<file path="config.mk">
export PLATFORM = sky130hd
export DESIGN_NAME = word_delta_patch_encoder
export DESIGN_NICKNAME = d
export VERILOG_FILES = /design/src/hw/rtl/wdpe_pkg.sv /design/src/hw/rtl/word_delta_patch_encoder.sv /design/src/hw/rtl/wdpe_fifo.sv /design/src/hw/rtl/wdpe_front.sv /design/src/hw/rtl/wdpe_back.sv
export VERILOG_INCLUDE_DIRS = /design/src /design/src/hw/rtl
export SDC_FILE = /design/constraint.sdc
export NUM_CORES = 1
export LEC_CHECK = 0
export BUFFER_PORTS_ARGS = -buffer_cell sky130_fd_sc_hd__buf_2
export CAP_MARGIN = 10
export CELL_PAD_IN_SITES_DETAIL_PLACEMENT = 0
export CELL_PAD_IN_SITES_GLOBAL_PLACEMENT = 1
export CORE_AREA = 5 5 542 276
export CTS_CLUSTER_SIZE = 30
export DETAILED_ROUTE_END_ITERATION = 10
export DIE_AREA = 0 0 547 281
export PLACE_DENSITY_LB_ADDON = 0.1
export SLEW_MARGIN = 40
export SYNTH_ARGS = -nofsm -noshare
export SYNTH_HDL_FRONTEND = slang
export SYNTH_SLANG_ARGS = --single-unit
</file>
<file path="constraint.sdc">
create_clock -name clk -period 6.75 [get_ports clk]
set_clock_uncertainty 0.2 [all_clocks]
set_input_delay 1.0125 -clock clk [delete_from_list [all_inputs] [get_ports clk]]
set_output_delay 1.0125 -clock clk [all_outputs]
set_load 0.01 [all_outputs]
</file>
<file path="src/hw/rtl/word_delta_patch_encoder_defines.svh">
// Assertion macros used by the front of the patch encoder.
// Each macro expects signals named clk and rst in the using module.
`ifndef WORD_DELTA_PATCH_ENCODER_DEFINES_SVH
`define WORD_DELTA_PATCH_ENCODER_DEFINES_SVH

// A condition that holds at every clock edge outside reset.
`define WDPE_ASSERT(lbl, cond) \
  lbl: assert property (@(posedge clk) disable iff (rst) (cond)) \
    else $error("word_delta_patch_encoder: check failed");

// A condition that implies another in the same cycle.
`define WDPE_ASSERT_IMPL(lbl, ante, cons) \
  lbl: assert property (@(posedge clk) disable iff (rst) (ante) |-> (cons)) \
    else $error("word_delta_patch_encoder: check failed");

// A condition that implies another in the following cycle.
`define WDPE_ASSERT_NEXT(lbl, ante, cons) \
  lbl: assert property (@(posedge clk) disable iff (rst) (ante) |=> (cons)) \
    else $error("word_delta_patch_encoder: check failed");

`endif

</file>
<file path="src/hw/rtl/wdpe_pkg.sv">
// Shared types and constants of the word delta patch encoder.
// Used by the front, queue, back and top level; depends on nothing.
`timescale 1ns / 1ps

package wdpe_pkg;

  // Depth of the token queue between front and back.
  localparam int QUEUE_DEPTH = 4;
  localparam int QUEUE_AW    = 2;

  // Input item of one word pair.
  typedef struct packed {
    logic [15:0] earlier_word;
    logic [15:0] later_word;
    logic        last_item;
  } item_t;

  // One word of the patch stream.
  typedef struct packed {
    logic [15:0] patch_word;
    logic        end_of_patch;
  } patch_t;

  // Kinds of work the front hands to the back.
  typedef enum logic [1:0] {
    TOK_LSKIP,
    TOK_HDR,
    TOK_DATA,
    TOK_TERM
  } tok_kind_t;

  // A token expands into one to three patch words.
  typedef struct packed {
    tok_kind_t   kind;
    logic [31:0] data;
  } token_t;

  // Front sequencer states.
  typedef enum logic [2:0] {
    FR_ITEM,
    FR_LSKIP,
    FR_HDR,
    FR_DATA,
    FR_TERM
  } front_state_t;

endpackage

</file>
<file path="src/hw/rtl/word_delta_patch_encoder.sv">
// A pair's first patch word passes the front sequencer, token queue, token register and output
// register. A pair with no output leaves the front free; else it stalls pairs until its tokens
// are pushed, a flushed run giving a header and one data token per word from the run store port.
// The back emits one patch word per cycle while patch_stall is low and tokens are queued, so long
// records drain while the front runs ahead. Reset clears the skip counter, open run, token queue
// and output register; the run store needs no clearing pass, as only open-run entries are read.
`timescale 1ns / 1ps

module word_delta_patch_encoder #(
  parameter int MAX_RUN = 32
) (
  input  logic              clk,
  input  logic              rst,
  input  logic              item_valid,
  output logic              item_stall,
  input  wdpe_pkg::item_t   item,
  output logic              patch_valid,
  input  logic              patch_stall,
  output wdpe_pkg::patch_t  patch
);

  logic             q_push;
  logic             q_full;
  logic             q_pop;
  logic             q_empty;
  wdpe_pkg::token_t q_in;
  wdpe_pkg::token_t q_out;

  // Front: pair classification and run store.
  wdpe_front #(
    .MAX_RUN(MAX_RUN)
  ) u_front (
    .clk        (clk),
    .rst        (rst),
    .item_valid (item_valid),
    .item_stall (item_stall),
    .item       (item),
    .q_push     (q_push),
    .q_data     (q_in),
    .q_full     (q_full)
  );

  // Token queue between the two halves.
  wdpe_fifo u_fifo (
    .clk       (clk),
    .rst       (rst),
    .push      (q_push),
    .push_data (q_in),
    .full      (q_full),
    .pop       (q_pop),
    .pop_data  (q_out),
    .empty     (q_empty)
  );

  // Back: token expansion and output register.
  wdpe_back u_back (
    .clk         (clk),
    .rst         (rst),
    .q_pop       (q_pop),
    .q_data      (q_out),
    .q_empty     (q_empty),
    .patch_valid (patch_valid),
    .patch_stall (patch_stall),
    .patch       (patch)
  );

endmodule

</file>
<file path="src/hw/rtl/wdpe_fifo.sv">
// Small token queue between the front and back of the patch encoder.
// Depends on wdpe_pkg for the token type and depth.
`timescale 1ns / 1ps

module wdpe_fifo (
  input  logic              clk,
  input  logic              rst,
  input  logic              push,
  input  wdpe_pkg::token_t  push_data,
  output logic              full,
  input  logic              pop,
  output wdpe_pkg::token_t  pop_data,
  output logic              empty
);

  wdpe_pkg::token_t                  slots [wdpe_pkg::QUEUE_DEPTH];
  logic [wdpe_pkg::QUEUE_AW-1:0]     wr_ptr;
  logic [wdpe_pkg::QUEUE_AW-1:0]     rd_ptr;
  logic [wdpe_pkg::QUEUE_AW:0]       count;
  logic                              do_push;
  logic                              do_pop;

  assign full     = count == (wdpe_pkg::QUEUE_AW + 1)'(wdpe_pkg::QUEUE_DEPTH);
  assign empty    = count == '0;
  assign do_push  = push && !full;
  assign do_pop   = pop && !empty;
  assign pop_data = slots[rd_ptr];

  // Pointers and fill count.
  always_ff @(posedge clk) begin
    if (rst) begin
      wr_ptr <= '0;
      rd_ptr <= '0;
      count  <= '0;
    end else begin
      if (do_push) begin
        wr_ptr <= wr_ptr + 1'b1;
      end
      if (do_pop) begin
        rd_ptr <= rd_ptr + 1'b1;
      end
      if (do_push && !do_pop) begin
        count <= count + 1'b1;
      end else if (do_pop && !do_push) begin
        count <= count - 1'b1;
      end
    end
  end

  // Token storage.
  always_ff @(posedge clk) begin
    if (do_push) begin
      slots[wr_ptr] <= push_data;
    end
  end

endmodule

</file>
<file path="src/hw/rtl/wdpe_front.sv">
// Front of the patch encoder: accepts word pairs, tracks skips and runs,
// holds the open run and queues tokens. Depends on wdpe_pkg and the macros.
`timescale 1ns / 1ps
`include "word_delta_patch_encoder_defines.svh"

module wdpe_front #(
  parameter int MAX_RUN = 32
) (
  input  logic              clk,
  input  logic              rst,
  input  logic              item_valid,
  output logic              item_stall,
  input  wdpe_pkg::item_t   item,
  output logic              q_push,
  output wdpe_pkg::token_t  q_data,
  input  logic              q_full
);

  localparam int LEN_W = $clog2(MAX_RUN + 1);
  localparam int IDX_W = (MAX_RUN > 1) ? $clog2(MAX_RUN) : 1;

  wdpe_pkg::front_state_t state;
  wdpe_pkg::front_state_t state_next;

  logic [31:0]      skip_count;
  logic [31:0]      skip_count_next;
  logic [15:0]      run_skip;
  logic [15:0]      run_skip_next;
  logic [LEN_W-1:0] run_length;
  logic [LEN_W-1:0] run_length_next;

  logic             pend_flush;
  logic             pend_term;
  logic [31:0]      lskip_val;
  logic [31:0]      lskip_val_next;
  logic [LEN_W-1:0] flush_len;
  logic [LEN_W-1:0] flush_len_next;
  logic [15:0]      flush_skip;
  logic [15:0]      flush_skip_next;
  logic [IDX_W-1:0] ptr;
  logic [IDX_W-1:0] ptr_next;

  logic             item_fire;
  logic             lskip_now;
  logic             flush_now;
  logic             term_now;
  logic             wr_en;
  logic [LEN_W-1:0] run_len_inc;
  logic [15:0]      run_skip_eff;
  logic             data_last;

  logic [15:0]      run_store [MAX_RUN];
  logic [IDX_W-1:0] rd_addr;
  logic [15:0]      rd_data;

  assign item_fire   = item_valid && (state == wdpe_pkg::FR_ITEM);
  assign item_stall  = state != wdpe_pkg::FR_ITEM;
  assign run_len_inc = run_length + 1'b1;
  assign data_last   = LEN_W'(ptr) == flush_len - 1'b1;

  // Classify the accepted pair and work out the new skip and run state.
  always_comb begin
    skip_count_next = skip_count;
    run_skip_next   = run_skip;
    run_length_next = run_length;
    lskip_val_next  = lskip_val;
    flush_len_next  = flush_len;
    flush_skip_next = flush_skip;
    lskip_now       = 1'b0;
    flush_now       = 1'b0;
    term_now        = 1'b0;
    wr_en           = 1'b0;
    run_skip_eff    = run_skip;
    if (item_fire) begin
      if (item.earlier_word != item.later_word) begin
        // A changed word opens or extends a run.
        if (run_length == '0) begin
          if (skip_count > 32'h0000_ffff) begin
            lskip_now      = 1'b1;
            lskip_val_next = skip_count;
            run_skip_eff   = 16'h0000;
          end else begin
            run_skip_eff = skip_count[15:0];
          end
          skip_count_next = '0;
        end
        wr_en = 1'b1;
        if (run_len_inc == LEN_W'(MAX_RUN) || item.last_item) begin
          flush_now       = 1'b1;
          flush_len_next  = run_len_inc;
          flush_skip_next = run_skip_eff;
          run_length_next = '0;
          run_skip_next   = '0;
        end else begin
          run_length_next = run_len_inc;
          run_skip_next   = run_skip_eff;
        end
      end else begin
        // An equal word closes any open run and counts as skipped.
        if (run_length != '0) begin
          flush_now       = 1'b1;
          flush_len_next  = run_length;
          flush_skip_next = run_skip;
          run_length_next = '0;
          run_skip_next   = '0;
          skip_count_next = 32'd1;
        end else if (skip_count == 32'hffff_ffff) begin
          lskip_now       = 1'b1;
          lskip_val_next  = skip_count;
          skip_count_next = 32'd1;
        end else begin
          skip_count_next = skip_count + 32'd1;
        end
      end
      // The final pair ends the snapshot and clears all counting.
      if (item.last_item) begin
        term_now        = 1'b1;
        skip_count_next = '0;
        run_skip_next   = '0;
        run_length_next = '0;
      end
    end
  end

  // Sequencer that pushes the tokens of one item in patch order.
  always_comb begin
    state_next = state;
    ptr_next   = ptr;
    q_push     = (state != wdpe_pkg::FR_ITEM) && !q_full;
    q_data     = '{kind: wdpe_pkg::TOK_TERM, data: 32'h0};
    rd_addr    = '0;
    case (state)
      wdpe_pkg::FR_ITEM: begin
        ptr_next = '0;
        if (item_fire) begin
          if (lskip_now) begin
            state_next = wdpe_pkg::FR_LSKIP;
          end else if (flush_now) begin
            state_next = wdpe_pkg::FR_HDR;
          end else if (term_now) begin
            state_next = wdpe_pkg::FR_TERM;
          end
        end
      end
      wdpe_pkg::FR_LSKIP: begin
        q_data = '{kind: wdpe_pkg::TOK_LSKIP, data: lskip_val};
        if (!q_full) begin
          if (pend_flush) begin
            state_next = wdpe_pkg::FR_HDR;
          end else if (pend_term) begin
            state_next = wdpe_pkg::FR_TERM;
          end else begin
            state_next = wdpe_pkg::FR_ITEM;
          end
        end
      end
      wdpe_pkg::FR_HDR: begin
        q_data = '{kind: wdpe_pkg::TOK_HDR,
                   data: {flush_skip, {(16 - LEN_W){1'b0}}, flush_len}};
        if (!q_full) begin
          state_next = wdpe_pkg::FR_DATA;
        end
      end
      wdpe_pkg::FR_DATA: begin
        q_data  = '{kind: wdpe_pkg::TOK_DATA, data: {16'h0000, rd_data}};
        rd_addr = ptr;
        if (!q_full) begin
          if (data_last) begin
            ptr_next = '0;
            rd_addr  = '0;
            if (pend_term) begin
              state_next = wdpe_pkg::FR_TERM;
            end else begin
              state_next = wdpe_pkg::FR_ITEM;
            end
          end else begin
            ptr_next = ptr + 1'b1;
            rd_addr  = ptr + 1'b1;
          end
        end
      end
      wdpe_pkg::FR_TERM: begin
        q_data = '{kind: wdpe_pkg::TOK_TERM, data: 32'h0};
        if (!q_full) begin
          state_next = wdpe_pkg::FR_ITEM;
        end
      end
      default: begin
        state_next = wdpe_pkg::FR_ITEM;
      end
    endcase
  end

  // Control registers.
  always_ff @(posedge clk) begin
    if (rst) begin
      state      <= wdpe_pkg::FR_ITEM;
      skip_count <= '0;
      run_skip   <= '0;
      run_length <= '0;
      pend_flush <= 1'b0;
      pend_term  <= 1'b0;
      ptr        <= '0;
    end else begin
      state      <= state_next;
      skip_count <= skip_count_next;
      run_skip   <= run_skip_next;
      run_length <= run_length_next;
      ptr        <= ptr_next;
      if (item_fire) begin
        pend_flush <= flush_now;
        pend_term  <= term_now;
      end
    end
  end

  // Values carried from the accepting cycle to the token pushes.
  always_ff @(posedge clk) begin
    lskip_val  <= lskip_val_next;
    flush_len  <= flush_len_next;
    flush_skip <= flush_skip_next;
  end

  // Run store: written on each changed word, read one entry per cycle
  // during a flush while the queue is not full. The header cycle always primes entry zero.
  always_ff @(posedge clk) begin
    if (wr_en) begin
      run_store[run_length[IDX_W-1:0]] <= item.earlier_word;
    end
    rd_data <= run_store[rd_addr];
  end

  `WDPE_ASSERT(a_run_below_cap, run_length < LEN_W'(MAX_RUN))
  `WDPE_ASSERT_NEXT(a_last_clears, item_fire && item.last_item,
                    run_length == '0 && skip_count == '0 && run_skip == '0)
  `WDPE_ASSERT_IMPL(a_data_in_run, state == wdpe_pkg::FR_DATA,
                    flush_len != '0 && LEN_W'(ptr) < flush_len)

endmodule

</file>
<file path="src/hw/rtl/wdpe_back.sv">
// Back of the patch encoder: expands queued tokens into patch words and
// holds them in the output register. Depends on wdpe_pkg.
`timescale 1ns / 1ps

module wdpe_back (
  input  logic              clk,
  input  logic              rst,
  output logic              q_pop,
  input  wdpe_pkg::token_t  q_data,
  input  logic              q_empty,
  output logic              patch_valid,
  input  logic              patch_stall,
  output wdpe_pkg::patch_t  patch
);

  wdpe_pkg::token_t tok;
  logic             tok_valid;
  logic [1:0]       phase;
  logic [15:0]      word;
  logic             word_end;
  logic             last_phase;
  logic             out_load;

  // Word of the current token at the current phase.
  always_comb begin
    word       = 16'h0000;
    word_end   = 1'b0;
    last_phase = 1'b1;
    case (tok.kind)
      wdpe_pkg::TOK_LSKIP: begin
        last_phase = phase == 2'd2;
        if (phase == 2'd1) begin
          word = tok.data[15:0];
        end else if (phase == 2'd2) begin
          word = tok.data[31:16];
        end
      end
      wdpe_pkg::TOK_HDR: begin
        last_phase = phase == 2'd1;
        word       = (phase == 2'd0) ? tok.data[15:0] : tok.data[31:16];
      end
      wdpe_pkg::TOK_DATA: begin
        word = tok.data[15:0];
      end
      wdpe_pkg::TOK_TERM: begin
        last_phase = phase == 2'd2;
        word_end   = phase == 2'd2;
      end
      default: begin
        last_phase = 1'b1;
      end
    endcase
  end

  assign out_load = tok_valid && (!patch_valid || !patch_stall);
  assign q_pop    = !q_empty && (!tok_valid || (out_load && last_phase));

  // Token register and phase counter.
  always_ff @(posedge clk) begin
    if (rst) begin
      tok_valid <= 1'b0;
      phase     <= 2'd0;
    end else if (q_pop) begin
      tok_valid <= 1'b1;
      phase     <= 2'd0;
    end else if (out_load) begin
      if (last_phase) begin
        tok_valid <= 1'b0;
        phase     <= 2'd0;
      end else begin
        phase <= phase + 2'd1;
      end
    end
  end

  always_ff @(posedge clk) begin
    if (q_pop) begin
      tok <= q_data;
    end
  end

  // Output register; a word stays until its transfer completes.
  always_ff @(posedge clk) begin
    if (rst) begin
      patch_valid <= 1'b0;
    end else if (out_load) begin
      patch_valid <= 1'b1;
    end else if (!patch_stall) begin
      patch_valid <= 1'b0;
    end
  end

  always_ff @(posedge clk) begin
    if (out_load) begin
      patch.patch_word   <= word;
      patch.end_of_patch <= word_end;
    end
  end

endmodule
</file>
# ---- Word level (Yosys, flattened, before mapping)
# Memory sizes are Yosys's and may differ from the RTL's. A register that Yosys moved wholly into a read port is not among the register bits.
# Index checks and enable logic that the tools add are counted.
dict set report totals {
  regBits 146
  ramBits 648
  input_bits 37
  mem_count 2
}
# memory words width rd rd_clocked_by_memory_dff wr line_no
set memory_table {}
lappend memory_table {u_front.run_store 32 16 1 1 1 wdpe_front.sv:52} ;# logic [15:0] run_store [MAX_RUN];
lappend memory_table {u_fifo.slots 4 34 1 1 1 wdpe_fifo.sv:16} ;# wdpe_pkg::token_t slots [wdpe_pkg::QUEUE_DEPTH];
dict set report classes {
  addsub 9
  order_cmp 1
  n_eq_ne 27
  muxes 74
  n_reduce_logical 41
}
# operator count
set op_table {}
lappend op_table {{$mux 32} 10}
lappend op_table {{$mux 16} 12}
lappend op_table {{$pmux 34 s3} 1}
lappend op_table {{$pmux 16 s3} 1}
lappend op_table {{$mux 6} 7}
lappend op_table {{$mux 3} 13}
lappend op_table {{$add 32x1->32 const B} 1}
lappend op_table {{$eq 32x32->1 const B} 1}
lappend op_table {{$gt 32x16->1 const B} 1}
lappend op_table {{$mux 1} 23}
lappend op_table {{$ne 16x16->1} 1}
lappend op_table {{$mux 5} 3}
lappend op_table {{$pmux 3 s5} 1}
lappend op_table {{$ne 2x2->1 const B} 7}
lappend op_table {{$reduce_bool 2->1} 6}
lappend op_table {{$pmux 5 s2} 1}
lappend op_table {{$logic_and 1x1->1} 9}
lappend op_table {{$ne 2x1->1 const B} 4}
lappend op_table {{$logic_not 1->1} 7}
lappend op_table {{$reduce_and 7->1} 1}
lappend op_table {{$add 2x1->2 const B} 3}
lappend op_table {{$add 6x1->6 const B} 1}
lappend op_table {{$eq 2x2->1 const B} 3}
lappend op_table {{$eq 3x2->1 const B} 2}
lappend op_table {{23 further kinds} 33}

# ---- Depth between registers and ports, before layout
dict set report depth {
  word_depth 10
  depth_mapped 14
}

# ---- By module
# Synthesis repeated with hierarchy kept, for this count alone.
dict set report unflattened {
  cells_unflattened 2607
  area_unflattened_um2 36085.9
}
# mod instances cells_each area_each_um2 seq_area_each_um2
set by_module_without_submodules {}
lappend by_module_without_submodules {wdpe_front 1 2204 28224.6 18597.8}
lappend by_module_without_submodules {wdpe_fifo 1 226 5411.4 4264.1}
lappend by_module_without_submodules {wdpe_back 1 177 2449.8 1611.5}

# ---- Worst setup path after synthesis
# OpenSTA, ideal clock, no wires.
dict set report synth_path {
  path_type {in2reg}
  startpoint {input item[4] (netlist name)}
  endpoint {register u_front.state[1]}
  setup_ps 126
  arrival_ps 4311
  required_ps 6424
  setup_slack_ps 2113
  stages 9
  n_path_buf 0
  path_cell_list {xor2_1 > nor4_1 > nand4_1 > nand4bb_1 > a21oi_1 > o21ai_0 > a21oi_1 > o22ai_1 > nor2b_1}
}
dict set report synth_between {
  elab_chain_len 7
  word_cells_on_any_way 11
}
# element line_no
set synth_rtl {}
lappend synth_rtl {{start: declaration} word_delta_patch_encoder.sv:16} ;# input wdpe_pkg::item_t item,
lappend synth_rtl {{$ne 16x16->1 *} wdpe_front.sv:75} ;# if (item.earlier_word != item.later_word) begin
lappend synth_rtl {{$mux 1} wdpe_front.sv:75}
lappend synth_rtl {{$mux 1} wdpe_front.sv:74} ;# if (item_fire) begin
lappend synth_rtl {{$mux 3} wdpe_front.sv:138} ;# end else if (flush_now) begin
lappend synth_rtl {{$mux 3} wdpe_front.sv:136} ;# if (lskip_now) begin
lappend synth_rtl {{$mux 3} wdpe_front.sv:135} ;# if (item_fire) begin
lappend synth_rtl {{$pmux 3 s5} wdpe_front.sv:132} ;# case (state)
lappend synth_rtl {{end signal: assignment} wdpe_front.sv:197} ;# state <= wdpe_pkg::FR_ITEM;
lappend synth_rtl {{end signal: assignment} wdpe_front.sv:205} ;# state <= state_next;
lappend synth_rtl {{end: declaration} wdpe_front.sv:22} ;# wdpe_pkg::front_state_t state;
# Mark *: on every way between the ends. The rest lies on a longest branch, timed or not. The select of a mux whose other input is x is not followed.
# A chain may end at the register's enable or synchronous reset.

# ---- Worst setup path in the final report
dict set report layout_path {
  startpoint {register u_front.ptr[0]}
  endpoint {register u_front.rd_data[9] (read register of u_front.run_store)}
}
dict set report layout_between {
  elab_chain_len 4
  word_cells_on_any_way 5
}
# element line_no
set layout_rtl {}
lappend layout_rtl {{start: declaration} wdpe_front.sv:40} ;# logic [IDX_W-1:0] ptr;
lappend layout_rtl {{start signal: assignment} wdpe_front.sv:209} ;# ptr <= ptr_next;
lappend layout_rtl {{$add 5x1->5 / $eq 5x6->1 (equally long branches)} {wdpe_front.sv:178, wdpe_front.sv:59}}
lappend layout_rtl {{$mux 5} wdpe_front.sv:168} ;# if (data_last) begin
lappend layout_rtl {{$mux 5 *} wdpe_front.sv:167} ;# if (!q_full) begin
lappend layout_rtl {{$mux 5 *} wdpe_front.sv:132}
lappend layout_rtl {{end: declaration} wdpe_front.sv:54} ;# logic [15:0] rd_data;
# Mark *: on every way between the ends. The rest lies on a longest branch, timed or not.

==> impl_results.md <==
- Most common cell in the synthesized netlist: edfxtp_1
- Seq cells post-synth: 844
- Nets: 2685
- Setup-failing EPs final: 0
- Crit path required time: 7.17 ns
- Row cnt: 99
- DP Worst Slack: 1.86 ns
- Post-synth ARST share: 0%
- Area contributors post-synth: edfxtp_1 63%, dfxtp_1 5.1%, a22oi_1 2.9%
- Clock root buffer master: clkbuf_16
- PD cells: 313 nW/um2
- CP top delay family: compound AO/OA/AOI/OAI gates
- PnR worst setup slack: 1.80 ns
- Period utilization: 73.4%
- Max Cap Viol: 0
- Slew Limit Fails: 0
- Yosys top cell area share: 63.2%
- CTS sink cnt: 844
- Synth area leader: edfxtp_1
- Slew headroom: 38.8%
- RSZ-0062 raised after global routing: false
- H-tree Lvls: 3
- P&R area growth vs syn: 16.6%
- WL/cell: 30.3 um
- Clk Latency, worst-skew pair: 0.70 ns
- Setup crit start kind: register
- Placed Area: 38900 um2
- Starting Density: 24.8%
- Clk slew on worst S/H paths: 0.07 ns
- CP Launch Point: u_front.ptr[0]$_SDFFE_PP0P_
- Hold violation count in the final report: 0
- Worst R2R Setup Slack: 1.80 ns
- Synth Area per Inst: 14.2 um2
- Buf/Inv on CP: 3
- Ports: 56
- Fin crit period: 4.95 ns
- Post-synthesis sequential area ratio: 68.3%
- Worst stage delay on the critical path: 0.89 ns
- Routed Antenna Nets: 0
- Final WL: 140000 um
- Die X: 547 um
- Synth Net Count: 2584
- DRC: 0
- End of the critical path: u_front.rd_data[9]$_DFF_P_
- Util after Layout: 28.9%
- Slew @ Worst Pin: 0.918 ns
- Status: completed
- Yosys warning count: 0
- CTS tree: done
- Number of flops mapped to enable cells by yosys: 753
- Main synth FF type: edfxtp_1
- Initial antenna violation count: 17
- Number of hold buffers added after CTS: 0
- Worst reg2reg path endpoint: u_front.rd_data[9]$_DFF_P_
- Crit path depth: 10
- First-pass GRT wire length: 192000 um
- CTS Buf Count: 88
- RR Startpoint: u_front.ptr[0]$_SDFFE_PP0P_
- Post_cts resized: 0
- Slowest-stage cell, CP: dfxtp_4
- Buffer count from post-CTS setup fixing: 0
- Die area: 154000 um2
- DR vias/cell: 5.16
- Max IR drop VDD: 174 uV
- R2R depth: 10
- Total global-route track usage: 17.8%
- Port Buffers: 55
- Commonest cells in the netlist: 753 x edfxtp_1, 201 x nand2_1, 190 x nor2_1
- GPL Wtd Cong: 0.821
- Core Box Area: 145000 um2
- Die span in y: 281 um
- Finished Cell Area: 41700 um2
- Layout cell share with drive strength beyond 1: 18.0%
- Largest net degree at the start of global routing: 77
- Crit-path max FO: 68
- Drt initial violations: 2711
- CTS max path bufs: 3
- Drt pass-1 iters: 6
- Remaining Overflow, GRT: 0
- Worst path cell trace: xnor2_1 -> a2111o_4 -> o21ai_2 -> buf_4 -> a32oi_1 -> buf_2 -> inv_1 -> o22ai_1 -> a2111oi_2 -> o211a_1
- Distinct cells, synth: 95
- Number of global-route vias before repair: 22400
- Worst Path Arrival: 5.37 ns
- Post-synthesis cell count: 2526
- Mapped Area: 35800 um2
- Hold Crit Depth: 2
- Leak: 13.1 nW
- Via count: 23800
- Max frequency: 0.202 GHz
- Final HPWL DP: 95600 um
- CP endpoint kind: register
- Class of the worst hold path: register to register
- Worst Setup Path Type: register to register
- Setup TNS: 0 ns
## per-layer routing
metal	routed length (um)	global-route usage, %	vias up
met1	77800	31.0	12500
met4	2030	2.89	2
met2	47700	20.4	990
li1	-	-	10300
met3	12500	5.15	126
met5	12	0	-
## report_power, final
part	internal (W)	total [W]	switching, W	leakage (nW)
logic	0.000615	0.00187	0.00125	4.08
registers	0.00617	0.00633	0.000161	7.68
clock network	0.00267	0.00488	0.00220	1.35
total	0.00945	0.0131	0.00362	13.1
## worst min-delay path: cells and delay by family (launching register included)
kind,cells,cell delay [ns]
AOI/OAI and AO/OA,1,0.05
DFF,1,0.31
and+or+nand+nor,1,0.05
## flip-flops by register name, indices dropped and copies added, names as in the netlist, 3 cells and up
name / flops
u_front.flush_len: 6
u_front.state: 3
u_front.run_skip: 16
u_fifo.count: 3
u_front.rd_data: 16
u_front.run_length: 6
u_back.patch: 17
u_front.lskip_val: 32
u_front.run_store: 512
u_back.tok: 34
u_front.skip_count: 32
u_front.flush_skip: 16
u_fifo.slots: 136
u_front.ptr: 5
## per-stage QoR
stage | hold WS [ns] | power (W) | std cells
6_report | 0.260 | 0.0131 | 4619
4_1_cts | 0.264 | 0.0133 | 4616
5_1_grt | 0.290 | 0.0136 | 4617
3_3_place_gp | 0.249 | 0.00828 | 4446
3_5_place_dp | 0.255 | 0.00833 | 4455
2_1_floorplan | 0.206 | 0.00746 | 2526
## final cells by class
cell class                      instances  area, um2
Fill cell                           14500     103000
Sequential cell                       844      24400
Multi-Input combinational cell       1487      10700
Tap cell                             1919       2400
Clock buffer                          107       2330
Timing Repair Buffer                  182       1310
Clock inverter                         54        472
Inverter                               24       90.1
Antenna cell                            2       5.00
## kinds of logic after synthesis
| kind of cell | Yosys count | share of synthesized area [%] |
|---|---|---|
| mux | 139 | 5.26 |
| xor+xnor | 67 | 1.71 |
| simple gates | 616 | 8.16 |
| buf+inv | 195 | 2.45 |
| fa+ha+maj | 21 | 0.755 |
| flops | 844 | 68.3 |
| compound gates | 644 | 13.4 |
## worst min-delay path by stage
stage                                             start  slack, ns                               to
detailed placement       u_front.pend_term$_SDFFE_PP0P_       0.25   u_front.pend_term$_SDFFE_PP0P_
global placement         u_front.pend_term$_SDFFE_PP0P_       0.25   u_front.pend_term$_SDFFE_PP0P_
CTS                      u_front.pend_term$_SDFFE_PP0P_       0.26   u_front.pend_term$_SDFFE_PP0P_
finish                   u_front.pend_term$_SDFFE_PP0P_       0.26   u_front.pend_term$_SDFFE_PP0P_
floorplan           u_front.skip_count[10]$_SDFFE_PP0P_       0.21  u_front.lskip_val[10]$_DFFE_PP_
global route             u_front.pend_term$_SDFFE_PP0P_       0.29   u_front.pend_term$_SDFFE_PP0P_
## placed cells by master, fill, tap and decap left out, drive strengths merged, types with 15 or more instances in the layout
cell type / count
edfxtp: 753
nand2: 202
nor2: 193
buf: 182
a22oi: 136
clkbuf: 107
a21oi: 100
dfxtp: 91
o21ai: 88
nand3: 81
o22ai: 68
a221oi: 64
mux2i: 54
mux2: 51
xor2: 41
a221o: 38
clkinv: 37
nand4: 35
mux4: 34
inv: 27
xnor2: 26
a22o: 24
a32o: 21
ha: 20
a32oi: 17
nor4: 16
nor3: 15
No activity file was read; power rests on OpenSTA's default activity.
